--- src/tam_pkg.sv ---
// shared types, constants and codes for the annealing move block
`timescale 1ns / 1ps
package tam_pkg;

  localparam int MAX_CITIES = 256;
  localparam int IDX_W      = $clog2(MAX_CITIES);
  localparam int CNT_W      = IDX_W + 1;
  localparam int COORD_BITS = 16;
  localparam int LEN_W      = 32;
  localparam int SQ_OP_W    = 2 * COORD_BITS + 2;
  localparam int SQ_ROOT_W  = SQ_OP_W / 2;
  localparam int SQ_REM_W   = SQ_ROOT_W + 2;
  localparam int SQ_CNT_W   = $clog2(SQ_ROOT_W);

  localparam logic [CNT_W-1:0] CITY_COUNT_RST = CNT_W'(32);
  localparam logic [CNT_W-1:0] MIN_CITIES     = CNT_W'(3);

  localparam logic [1:0] KIND_LOAD_CITY = 2'd0;
  localparam logic [1:0] KIND_LOAD_TOUR = 2'd1;
  localparam logic [1:0] KIND_PROPOSE   = 2'd2;
  localparam logic [1:0] KIND_NONE      = 2'd3;

  localparam logic [1:0] MUT_SWAP    = 2'd0;
  localparam logic [1:0] MUT_ROTATE  = 2'd1;
  localparam logic [1:0] MUT_REVERSE = 2'd2;
  localparam logic [1:0] MUT_NONE    = 2'd3;

  typedef struct packed {
    logic [1:0]            kind;
    logic [IDX_W-1:0]      city_index;
    logic [COORD_BITS-1:0] coord_x;
    logic [COORD_BITS-1:0] coord_y;
    logic [IDX_W-1:0]      tour_position;
    logic [1:0]            mutation;
    logic [CNT_W-1:0]      first_arg;
    logic [CNT_W-1:0]      second_arg;
    logic [15:0]           beta;
    logic [31:0]           accept_limit;
  } in_t;

  typedef struct packed {
    logic             accepted;
    logic [LEN_W-1:0] tour_length;
    logic             status;
  } out_t;

  typedef struct packed {
    logic load;
    logic latch;
    logic idx_clr;
    logic idx_inc;
    logic take_first;
    logic edge_mul;
    logic use_first;
    logic sq_start;
    logic acc_clr;
    logic acc_add;
    logic save_old;
    logic mul;
    logic decide;
    logic copy_wr;
    logic flip;
    logic res_load;
    logic cand;
  } cmd_t;

  typedef struct packed {
    logic args_ok;
    logic last;
    logic idx_full;
    logic sq_done;
    logic sq_busy;
    logic take;
  } sts_t;

endpackage

--- src/tam_ctrl.sv ---
// sequencer for loads, the two tour walks, acceptance and the tour copy
`timescale 1ns / 1ps
module tam_ctrl (
  input  logic          clk_i,
  input  logic          rst_ni,
  input  logic          in_valid_i,
  input  logic [1:0]    in_kind_i,
  output logic          in_ready_o,
  output logic          out_valid_o,
  input  logic          out_ready_i,
  input  tam_pkg::sts_t sts_i,
  output tam_pkg::cmd_t cmd_o
);

  typedef enum logic [3:0] {
    ST_IDLE, ST_TOUR, ST_CITY, ST_GOT, ST_SQS, ST_SQW, ST_WEND,
    ST_MUL, ST_DEC, ST_CPR, ST_CPW, ST_DONE
  } state_e;

  state_e state_q;
  logic   first_q, closing_q, cand_q, out_valid_q;
  logic   propose;

  assign propose = in_valid_i && in_kind_i == tam_pkg::KIND_PROPOSE;

  always_comb begin
    cmd_o           = '0;
    cmd_o.cand      = cand_q;
    cmd_o.use_first = closing_q;
    case (state_q)
      ST_IDLE: begin
        if (propose) begin
          cmd_o.latch   = 1'b1;
          cmd_o.idx_clr = 1'b1;
          cmd_o.acc_clr = 1'b1;
        end else if (in_valid_i) begin
          cmd_o.load = 1'b1;
        end
      end
      ST_GOT: begin
        if (first_q) begin
          cmd_o.take_first = 1'b1;
          cmd_o.idx_inc    = 1'b1;
        end else begin
          cmd_o.edge_mul = 1'b1;
        end
      end
      ST_SQS: cmd_o.sq_start = 1'b1;
      ST_SQW: begin
        if (sts_i.sq_done) begin
          cmd_o.acc_add = 1'b1;
          cmd_o.idx_inc = !closing_q && !sts_i.last;
        end
      end
      ST_WEND: begin
        if (!cand_q) begin
          cmd_o.save_old = 1'b1;
          cmd_o.acc_clr  = 1'b1;
          cmd_o.idx_clr  = 1'b1;
        end
      end
      ST_MUL: cmd_o.mul = 1'b1;
      ST_DEC: begin
        cmd_o.decide  = 1'b1;
        cmd_o.idx_clr = sts_i.take;
      end
      ST_CPW: begin
        cmd_o.copy_wr = 1'b1;
        cmd_o.flip    = sts_i.idx_full;
        cmd_o.idx_inc = !sts_i.idx_full;
      end
      ST_DONE: cmd_o.res_load = !out_valid_q || out_ready_i;
      default: ;
    endcase
  end

  always_ff @(posedge clk_i or negedge rst_ni) begin
    if (!rst_ni) begin
      state_q     <= ST_IDLE;
      first_q     <= 1'b0;
      closing_q   <= 1'b0;
      cand_q      <= 1'b0;
      out_valid_q <= 1'b0;
    end else begin
      if (out_valid_q && out_ready_i) begin
        out_valid_q <= 1'b0;
      end
      case (state_q)
        ST_IDLE: begin
          if (propose) begin
            first_q   <= 1'b1;
            closing_q <= 1'b0;
            cand_q    <= 1'b0;
            state_q   <= sts_i.args_ok ? ST_TOUR : ST_DONE;
          end
        end
        ST_TOUR: state_q <= ST_CITY;
        ST_CITY: state_q <= ST_GOT;
        ST_GOT: begin
          first_q <= 1'b0;
          state_q <= first_q ? ST_TOUR : ST_SQS;
        end
        ST_SQS: state_q <= ST_SQW;
        ST_SQW: begin
          if (sts_i.sq_done) begin
            if (closing_q) begin
              state_q <= ST_WEND;
            end else if (sts_i.last) begin
              closing_q <= 1'b1;
              state_q   <= ST_GOT;
            end else begin
              state_q <= ST_TOUR;
            end
          end
        end
        ST_WEND: begin
          if (!cand_q) begin
            cand_q    <= 1'b1;
            first_q   <= 1'b1;
            closing_q <= 1'b0;
            state_q   <= ST_TOUR;
          end else begin
            state_q <= ST_MUL;
          end
        end
        ST_MUL: state_q <= ST_DEC;
        ST_DEC: state_q <= sts_i.take ? ST_CPR : ST_DONE;
        ST_CPR: state_q <= ST_CPW;
        ST_CPW: state_q <= sts_i.idx_full ? ST_DONE : ST_CPR;
        ST_DONE: begin
          if (!out_valid_q || out_ready_i) begin
            out_valid_q <= 1'b1;
            state_q     <= ST_IDLE;
          end
        end
        default: state_q <= ST_IDLE;
      endcase
    end
  end

  assign in_ready_o  = state_q == ST_IDLE;
  assign out_valid_o = out_valid_q;

endmodule

--- config.mk ---
export PLATFORM = sky130hd
export DESIGN_NAME = tam_ctrl
export DESIGN_NICKNAME = d
export VERILOG_FILES = /design/src/tam_pkg.sv /design/src/tam_ctrl.sv
export SDC_FILE = /design/constraint.sdc
export NUM_CORES = 1
export LEC_CHECK = 0
export CAP_MARGIN = 30
export CELL_PAD_IN_SITES_DETAIL_PLACEMENT = 0
export CELL_PAD_IN_SITES_GLOBAL_PLACEMENT = 1
export CORE_MARGIN = 8
export CORE_UTILIZATION = 45
export DETAILED_ROUTE_END_ITERATION = 10
export DONT_BUFFER_PORTS = 1
export HOLD_SLACK_MARGIN = 0.12
export PLACE_DENSITY = 0.91
export SLEW_MARGIN = 20
export SYNTH_ARGS = -nofsm -noshare
export SYNTH_HDL_FRONTEND = slang
export SYNTH_SLANG_ARGS = --single-unit
--- constraint.sdc ---
create_clock -name clk_i -period 3.6 [get_ports clk_i]
set_input_delay 0.54 -clock clk_i [delete_from_list [all_inputs] [get_ports clk_i]]
set_output_delay 0.54 -clock clk_i [all_outputs]
set_load 0.01 [all_outputs]
After elaboration in Yosys (flattened, before gate mapping)
Index checks and enable logic that the tools add are counted.
{ "word_totals": {"register_bits": 8, "inputBits": 12, "out_inout_bits": 19, "wordCells": 82} }
{ "classes": {"n_eq_ne": 16, "n_mux": 45, "reduce_logical": 16} }
{ "ops": {"columns": ["cell", "n"], "rows": [
  ["$pmux W4 S12", 1],
  ["$mux W1", 23],
  ["$eq A4 B3 Y1 const B", 4],
  ["$eq A4 B4 Y1 const B", 4],
  ["$mux W2", 8],
  ["$mux W4", 4],
  ["$pmux W1 S3", 4],
  ["$mux W3", 3],
  ["$eq A4 B2 Y1 const B", 2],
  ["$ne A2 B2 Y1 const B", 3],
  ["$reduce_and A3 Y1", 2],
  ["$reduce_bool A3 Y1", 2],
  ["$eq A4 B1 Y1 const B", 1],
  ["$logic_not A1 Y1", 4],
  ["$logic_not A4 Y1", 1],
  ["$pmux W1 S2", 2],
  ["$reduce_and A4 Y1", 1],
  ["$logic_and A1 B1 Y1", 3],
  ["$eq A2 B2 Y1 const B", 1],
  ["$ne A2 B1 Y1 const B", 1],
  ["$reduce_and A2 Y1", 1],
  ["$reduce_bool A2 Y1", 1],
  ["$logic_or A1 B1 Y1", 1]
]} }

Depth between registers and ports, before layout
Gate-level depths: netlist (run 1).
{ "depth": {"word_depth": 4, "depth_mapped": 6, "ltp_nobuf": 4} }

Worst setup path after synthesis (run 1)
Ideal clock, no wire load.
{ "synth_timing": {"path_kind": "reg-to-output", "start": "reg state_q[2]", "end": "out cmd_o[14] (netlist name)", "arrival_time_ns": 1.376, "t_required_ns": 3.060, "path_slack_ns": 1.684, "stages_incl_launch_ff": 6, "n_path_buf": 1, "path_cell_list": "dfrtp_1 > buf_2 > nor4_4 > nand3_1 > nand2b_1 > a21o_1"} }
{ "synth_lines": {"columns": ["element", "line", "rtl"], "rows": [
  ["start, declared", "tam_ctrl.sv:20", "state_e state_q;"],
  ["start signal, assigned", "tam_ctrl.sv:94", "state_q <= sts_i.args_ok ? ST_TOUR : ST_DONE;"],
  ["start signal, assigned", "tam_ctrl.sv:101", "state_q <= first_q ? ST_TOUR : ST_SQS;"],
  ["start signal, assigned", "tam_ctrl.sv:127", "ST_DEC: state_q <= sts_i.take ? ST_CPR : ST_DONE;"],
  ["end, declared", "tam_ctrl.sv:12", "output tam_pkg::cmd_t cmd_o"]
]} }

==> run summary, run 1 <==
The tools report the flop-to-flop setup slack as 1.73 ns. The sum of negative setup slack came out at 0 ns. Number of port buffers: 0. Counting flops with a built-in enable in the synthesized netlist gives 0.

The total number of vias was 675. The terminating pin of the worst hold path was out_valid_o. Critical setup path kind: register to output pin. The count of distinct cell types in the synthesized netlist was 37. The worst setup path is launched from a register. The transition time of the tightest slew-check pin was 0.5835 ns. Summed over all nets, the switching power comes to 0.3236 mW. The run gives 0 as the count of maximum capacitance violations. The mapped cell area was 713.2 um^2; the top-area cell type share of the netlist area was 0.2807. Entering global routing, the biggest net connects 20 pins.

The tightest min-delay check is of the primary input to register type. The Yosys step of the flow raised 0 warnings. In the routed layout, each cell is associated on average with a via count of 6.553. The share of layout cells above drive strength 1 works out to 0.09195. Leaving out fill and tap cells, the most frequent cells in the layout are 8 x sky130_fd_sc_hd__nor2_1, 8 x sky130_fd_sc_hd__dfrtp_1. The via count of the first global-routing pass is 634.

The run gives 0.6110 as the tightest slew margin relative to the limit. At the worst endpoint, the required time is 3.06 ns. The post-synthesis simple-gate area fraction works out to 0.3667. Data on the critical path arrives at its endpoint at 2.05 ns.

The startpoint identified for the worst register-to-register timing path is state_q[2]. The die is 55.81 um wide. Counting I/O delays and the setup requirement, the final critical path takes 2.589 ns.

In this run the most critical hold path is launched from out_ready_i. STA classifies the critical path endpoint as an output pin. Xor/xnor share of the synthesized area: 0. The logs give 0 for the final number of setup-violating endpoints and 1.430 mm for the total half-perimeter wirelength after legalization and detailed placement. The power share of the clock group was 0.112; the combinational group share of total power was 0.501.

31 I/O pins were placed. Buffers inserted during clock tree synthesis total 3. The congestion estimate from routability-driven global placement came to 0.8423. The number of endpoints with negative hold slack in the final report came out at 0. The logs give 2 for the buffer levels on the longest clock path and 0 for the max-slew violation total from the final report. Summed over all cells, the static leakage comes to 0.2799 nW.

The most common flop cell mapped by yosys was sky130_fd_sc_hd__dfrtp_1. TritonCTS built the clock tree. Setup repair after global routing left no endpoint under its margin.

The area fraction in compound gates after synthesis is 0.2474. The detailed-routing iteration count for the pre-antenna-repair pass was 5. The adder-cell share of the synthesized area is 0, and the fraction of power spent switching nets is 0.5192. The fraction of registers with async set or reset after synthesis is 1.000. In this run the worst path has a maximum fanout of 17. Cell count of the worst hold path: 2.

The wire length per cell after detailed routing is 17.83 um, and the post-layout net count is 101. After detailed placement, the design holds a cell count of 99. The floorplan core area came out at 1489 um^2.

The count of standard-cell rows was 14; the remaining routing DRC violations was 0. The top achievable clock speed is 386.2 MHz, and the clock slew at the register clock pins of the worst setup and hold paths is 0.06 ns. Dividing total power by cell area gives a power density of 869.3 nW/um^2.

Clock latency on the worst-skew pair, taken at its later pin, is 0.25 ns. The number of synthesized register bits was 8. The flow ran to the end, and the final reports show no timing, DRC or antenna violations.

The height of the die is 55.81 um, and the multi-input gate area in the final layout is 437.9 um^2. The logs give 0.2996 mW for the internal portion of total power and 91 for the synthesized instance count. For the part of the total power dissipated in sequential elements, the log shows 0.387.

The repair_antennas step left the layout with diodes totalling 0. Summed over all layers, the global routing overflow is 0. The tools report the overall fraction of global-route tracks in use as 0.1183.

The final cell count without fillers is 103, and the initial DRC count is 26. The tools report the H-tree depth as 1. The run gives 3115 um^2 as the area enclosed by the die boundary. Summed over all layers, the routed wires come to 1.837 mm.

Summed over all instances, the cell type with the most area after synthesis is sky130_fd_sc_hd__dfrtp_1. The tree built by TritonCTS fans out to 8 sinks. For the fill cell instance count of the final layout, the log shows 155. Averaged over all synthesized cells, the footprint is 7.837 um^2. Share of the yosys chip area belonging to registers: 0.2807. After synthesis, the largest family of logic cells by area is simple AND/OR/NAND/NOR gates. The mux share of post-synthesis cell area works out to 0.

The final setup skew is 0.003324 ns. After clock tree synthesis, the setup repair step added 0 buffers. The initial antenna violation count was 0. The first global-routing pass estimated 3.084 mm of wire. The worst register-to-register path has a depth of 4.

Area taken by flip-flops and latches: 200.2 um^2. Sorting the synthesized cells by area gives the leading types as sky130_fd_sc_hd__dfrtp_1 28%, sky130_fd_sc_hd__nand2b_1 5.3%, sky130_fd_sc_hd__a21oi_1 4.2%. Clock tree synthesis selected as its root buffer the cell sky130_fd_sc_hd__clkbuf_4. The maximum VDD drop was 0.5131 mV. The fraction of the cycle the final worst path needs was 0.7193. The number of nets handed over by synthesis was 103. Remaining antenna violation count: 0. In this run, post-CTS repair resized a total of 0 instances.

The worst register-to-register path ends at first_q. The area growth from synthesis to layout works out to 0.5264%. The initial standard-cell utilization of the core was 0.4790.
==> layer usage <==
metal  global-route usage  part of all wire
met1               0.1477              0.46
met2               0.1699              0.44
met3              0.06621             0.097
met4              0.03093            0.0044
met5                    0                 0
==> cell usage after synthesis, types with 2 or more instances <==
cell type,n
sky130_fd_sc_hd__o21ai_0,6
sky130_fd_sc_hd__nand2_1,6
sky130_fd_sc_hd__nand3b_1,2
sky130_fd_sc_hd__nand3_1,2
sky130_fd_sc_hd__a21oi_1,6
sky130_fd_sc_hd__o211ai_1,2
sky130_fd_sc_hd__buf_4,3
sky130_fd_sc_hd__nor2b_1,4
sky130_fd_sc_hd__nor3_1,6
sky130_fd_sc_hd__dfrtp_1,8
sky130_fd_sc_hd__buf_1,2
sky130_fd_sc_hd__buf_2,3
sky130_fd_sc_hd__nor2_1,8
sky130_fd_sc_hd__inv_1,5
sky130_fd_sc_hd__nand2b_1,6
==> worst max path at each step <==
| stage | from | to | cells past startpoint |
|---|---|---|---|
| finish | state_q[2] | cmd_o[14] | 4 |
| global route | state_q[2] | cmd_o[14] | 4 |
| CTS | state_q[2] | cmd_o[14] | 4 |
| detailed placement | state_q[2] | cmd_o[14] | 4 |
| global placement | state_q[2] | cmd_o[14] | 4 |
| floorplan | state_q[2] | cmd_o[14] | 5 |
==> flip-flops by register name, indices dropped and copies added, names as in the netlist <==
| register | flops |
|---|---|
| closing_q | 1 |
| out_valid_o | 1 |
| first_q | 1 |
| state_q | 4 |
| cand_q | 1 |
==> final cells by class <==
class,count,share of cell area
Multi-Input combinational cell,69,0.6108
Sequential cell,8,0.2792
Clock buffer,3,0.03141
Tap cell,16,0.02792
Inverter,5,0.02618
Timing Repair Buffer,2,0.02443
==> repair_timing <==
action | CTS | global route
endpoints found under the setup margin | 0 | 0
endpoints found under the hold margin | 8 | 0
hold buffers | 1 | 0
==> power groups by stage <==
stage	registers, mW	logic [mW]	clock network (mW)
global route	0.255	0.352	0.0784
detailed placement	0.242	0.310	0
floorplan	0.165	0.351	0
finish	0.241	0.312	0.0699
global placement	0.240	0.304	0
CTS	0.239	0.314	0.0722
==> kinds of logic (layout without fill, tap and decap cells) <==
kind of cell	Yosys count	in the layout
buffers and inverters	14	10
and+or+nand+nor	43	43
DFF	8	8
AOI/OAI and AO/OA	26	26
==> metrics by stage <==
step	total power [mW]	hold WS (ns)	setup slack [ns]	area, um^2	util
after floorplan	0.5156	0.2444	1.684	713.2	-
after global placement	0.5434	0.2448	1.263	684.4	0.4597
after detailed placement	0.5522	0.2447	1.239	684.4	0.4597
after CTS	0.6259	0.5180	0.9631	716.9	0.4815
after global routing	0.6847	0.5473	0.8714	716.9	0.4815
final	0.6232	0.5164	1.011	716.9	0.4815
==> critical path, cell delays in order (launching register included) <==
cell and delay [ns]:
sky130_fd_sc_hd__dfrtp_1 0.67, sky130_fd_sc_hd__nand2b_1 0.26, sky130_fd_sc_hd__nor3_1 0.43, sky130_fd_sc_hd__nand2b_1 0.27, sky130_fd_sc_hd__a21o_1 0.16
No activity file was read; power rests on OpenSTA's default activity.
==> run 2, diff against run 1 <==
--- a/config.mk
+++ b/config.mk
@@ -9,11 +9,11 @@
 export CELL_PAD_IN_SITES_DETAIL_PLACEMENT = 0
 export CELL_PAD_IN_SITES_GLOBAL_PLACEMENT = 1
 export CORE_MARGIN = 8
-export CORE_UTILIZATION = 45
+export CORE_UTILIZATION = 38
 export DETAILED_ROUTE_END_ITERATION = 10
 export DONT_BUFFER_PORTS = 1
 export HOLD_SLACK_MARGIN = 0.12
-export PLACE_DENSITY = 0.91
+export PLACE_DENSITY = 0.83
 export SLEW_MARGIN = 20
 export SYNTH_ARGS = -nofsm -noshare
 export SYNTH_HDL_FRONTEND = slang
==> constraint.sdc (replaced) <==
create_clock -name clk_i -period 2.2 [get_ports clk_i]
set_input_delay 0.33 -clock clk_i [delete_from_list [all_inputs] [get_ports clk_i]]
set_output_delay 0.33 -clock clk_i [all_outputs]
set_load 0.01 [all_outputs]
==> run summary, run 2 (synthesis gave the netlist of run 1 again) <==
The run gives 108 (was 101) as the post-layout net count. The critical setup path kind was register to output pin (unchanged). For the number of buffers inserted during clock tree synthesis, the log shows 3 (unchanged). The run gives 3.084 mm (unchanged) as the first-pass GRT wire length. The run gives 680 (was 675) as the total number of vias. For the area of all placed cells without fillers, the log shows 780.7 um^2 (was 716.9 um^2).

The register with the highest flop count is state_q (unchanged). The run gives 15 (was 14) as the count of standard-cell rows. The critical path endpoint category was an output pin (unchanged).

The number of port buffers is 0 (unchanged), and the required time reported for the critical path endpoint is 1.87 ns (was 3.06 ns). The run gives 0 (unchanged) as the remaining antenna violation count. The tools report the clock tree root buffer cell as sky130_fd_sc_hd__clkbuf_4 (unchanged).

The power density normalized to cell area is 1368 nW/um^2 (was 869.3 nW/um^2), and the detailed-routing iteration count for the pre-antenna-repair pass is 4 (was 5). The die outline width is 59.32 um (was 55.81 um). The worst hold-check slack was 0.3054 ns (was 0.5164 ns).

Fraction of the cycle the final worst path needs: 0.9001. The tools report the signal arrival time at the worst endpoint as 1.65 ns (was 2.05 ns). The number of endpoints with negative hold slack in the final report is 0 (unchanged). Chain of cells forming the critical path: inv_1 > nor3_1 > a31oi_1 > o2bb2ai_1 (was nand2b_1 > nor3_1 > nand2b_1 > a21o_1). The per-cell via count in the routed design was 5.714 (was 6.553); the area enclosed by the die boundary was 3519 um^2 (was 3115 um^2).

Routed wire length: 1.894 mm (was 1.837 mm). The tools report the initial antenna violation count as 0 (unchanged). Family of cells with the greatest summed delay on the critical path: flip-flops (was simple AND/OR/NAND/NOR gates).

The run gives 0 (unchanged) as the count of maximum capacitance violations. The tools report the reported leakage power as 0.3158 nW (was 0.2799 nW). Top library cells by usage in the layout, fill and taps aside: 8 x sky130_fd_sc_hd__nor2_1, 8 x sky130_fd_sc_hd__dfrtp_1, 8 x sky130_fd_sc_hd__buf_4 (was 8 x sky130_fd_sc_hd__nor2_1, 8 x sky130_fd_sc_hd__dfrtp_1). The area growth from synthesis to layout was 9.474% (was 0.5264%). The final weighted congestion in routability-driven placement was 0.9214 (was 0.8423). The final setup skew came out at 0.006515 ns (was 0.003324 ns). The clock insertion delay at the later pin of the skew report is 0.26 ns (was 0.25 ns), and the flip-flop count of the largest register after layout is 4 (unchanged).

The H-tree depth was 1 (unchanged). The clock sink count came out at 8 (unchanged). Cell with the largest stage delay on the worst path: sky130_fd_sc_hd__dfrtp_1 (unchanged). The tools report the total half-perimeter wirelength after legalization and detailed placement as 1.519 mm (was 1.430 mm). Static timing analysis puts the maximum clock frequency at 505.0 MHz. The clock slew at the register clock pins of the worst setup and hold paths is 0.06 ns (about the same), and the number of buffers and inverters on the critical path is 1 (was 0). The post-CTS setup-driven buffer insertion count is 0 (unchanged), and the share of layout cells above drive strength 1 is 0.1596 (was 0.09195). The transition time of the tightest slew-check pin works out to 0.5698 ns (was 0.5835 ns). The logs give 0 (unchanged) for the aggregate global routing overflow and 2 (unchanged) for the buffer levels on the longest clock path.

The logs give 628 (was 634) for the via count of the first global-routing pass and 0.6166 (was 0.6110) for the tightest slew margin relative to the limit. The height of the die is 59.32 um (was 55.81 um), and the number of placed instances, taps included is 115 (was 99). Category of the worst setup path launch point: a register (unchanged).

Sum of negative setup slack: 0 ns (unchanged). The path class of the lowest-slack min-delay path is primary input to register (unchanged). Setup repair after global routing left no endpoint under its margin. The run gives 748.2 um^2 (was 684.4 um^2) as the placed cell area. TritonCTS built the clock tree.

The pin count of the biggest net entering global routing is 13 (was 20). The logs give 0 (unchanged) for the final number of setup-violating endpoints and 29 (was 26) for the initial DRC count. The max-slew violation total from the final report is 0 (unchanged). The logs give 0.1132 (was 0.1183) for the overall fraction of global-route tracks in use and 31 (unchanged) for the I/O pin count. The number of resized instances in the post-cts repair step is 0 (unchanged). The maximum fanout count along the critical path is 12 (was 17). The post-layout minimum cycle time works out to 1.980 ns.

The remaining routing DRC violations was 0 (unchanged); the final cell count without fillers was 119 (was 103). The logs give 0.5058 mV (was 0.5131 mV) for the maximum VDD drop and 1745 um^2 (was 1489 um^2) for the floorplan core area. Number of buffers inserted by hold repair at cts: 1 (unchanged).

The logs give 0.4086 (was 0.4790) for the initial standard-cell utilization of the core and 0 (unchanged) for the number of inserted diodes. The wire length per cell after detailed routing works out to 15.92 um (was 17.83 um). The tools report the fill cell instance count of the final layout as 180 (was 155).

The run finished with clean final reports. The longest individual stage delay on the worst path came out at 0.59 ns (was 0.67 ns).
[run 2: changes by cell type in the layout (fill, tap and decap cells not counted)]
cell and change:
sky130_fd_sc_hd__buf_4 +7
[run 2: stage by stage]
step	worst slack (ns)	util	total power, mW
finish	0.2199	0.4473	1.068
global placement	0.4770	0.4287	0.9447
global route	0.04435	0.4473	1.169
floorplan	0.4941	-	0.8437
CTS	0.1794	0.4473	1.077
detailed placement	0.4729	0.4287	0.9471
[run 2: final timing paths]
check                             from  cells after the start  slack [ns]     endpoint
setup / recovery            state_q[3]                      4        0.22    cmd_o[13]
hold / removal             out_ready_i                      2        0.31  out_valid_o
setup reg to reg            state_q[2]                      5        0.59   state_q[0]
hold reg to reg                first_q                      1        0.60      first_q
max in group asynchronous       rst_ni                      1        1.48    closing_q
min in group asynchronous       rst_ni                      1        0.43   state_q[2]
[run 2: report_power, final]
group | total [mW] | leakage [nW] | switching (mW) | internal (mW)
Clock | 0.120 | 0.0138 | 0.0572 | 0.0629
Sequential | 0.384 | 0.101 | 0.171 | 0.212
Combinational | 0.565 | 0.201 | 0.310 | 0.254
Total | 1.07 | 0.316 | 0.539 | 0.530
[run 2: per-layer routing]
layer / wire, um / global-route usage / part of all wire / vias up
li1: - / - / - / 334
met1: 770 / 0.1406 / 0.41 / 311
met2: 843 / 0.1618 / 0.45 / 33
met3: 258 / 0.05640 / 0.14 / 2
met4: 21 / 0.04096 / 0.011 / 0
met5: 0 / 0 / 0 / -
[run 2: worst register-to-register path, stage by stage (launching register included)]
cell                       delay, ns
sky130_fd_sc_hd__dfrtp_1        0.56
sky130_fd_sc_hd__buf_4          0.22
sky130_fd_sc_hd__nor4bb_2       0.28
sky130_fd_sc_hd__a22oi_2        0.13
sky130_fd_sc_hd__o21ai_0        0.16
sky130_fd_sc_hd__o211ai_1       0.14
[run 2: area by class of cell]
class	count	area [um^2]	share of cell area
Sequential cell	8	200.2	0.2564
Inverter	5	18.77	0.02404
Tap cell	25	31.28	0.04006
Multi-Input combinational cell	69	437.9	0.5609
Clock buffer	3	22.52	0.02885
Timing Repair Buffer	9	70.07	0.08974
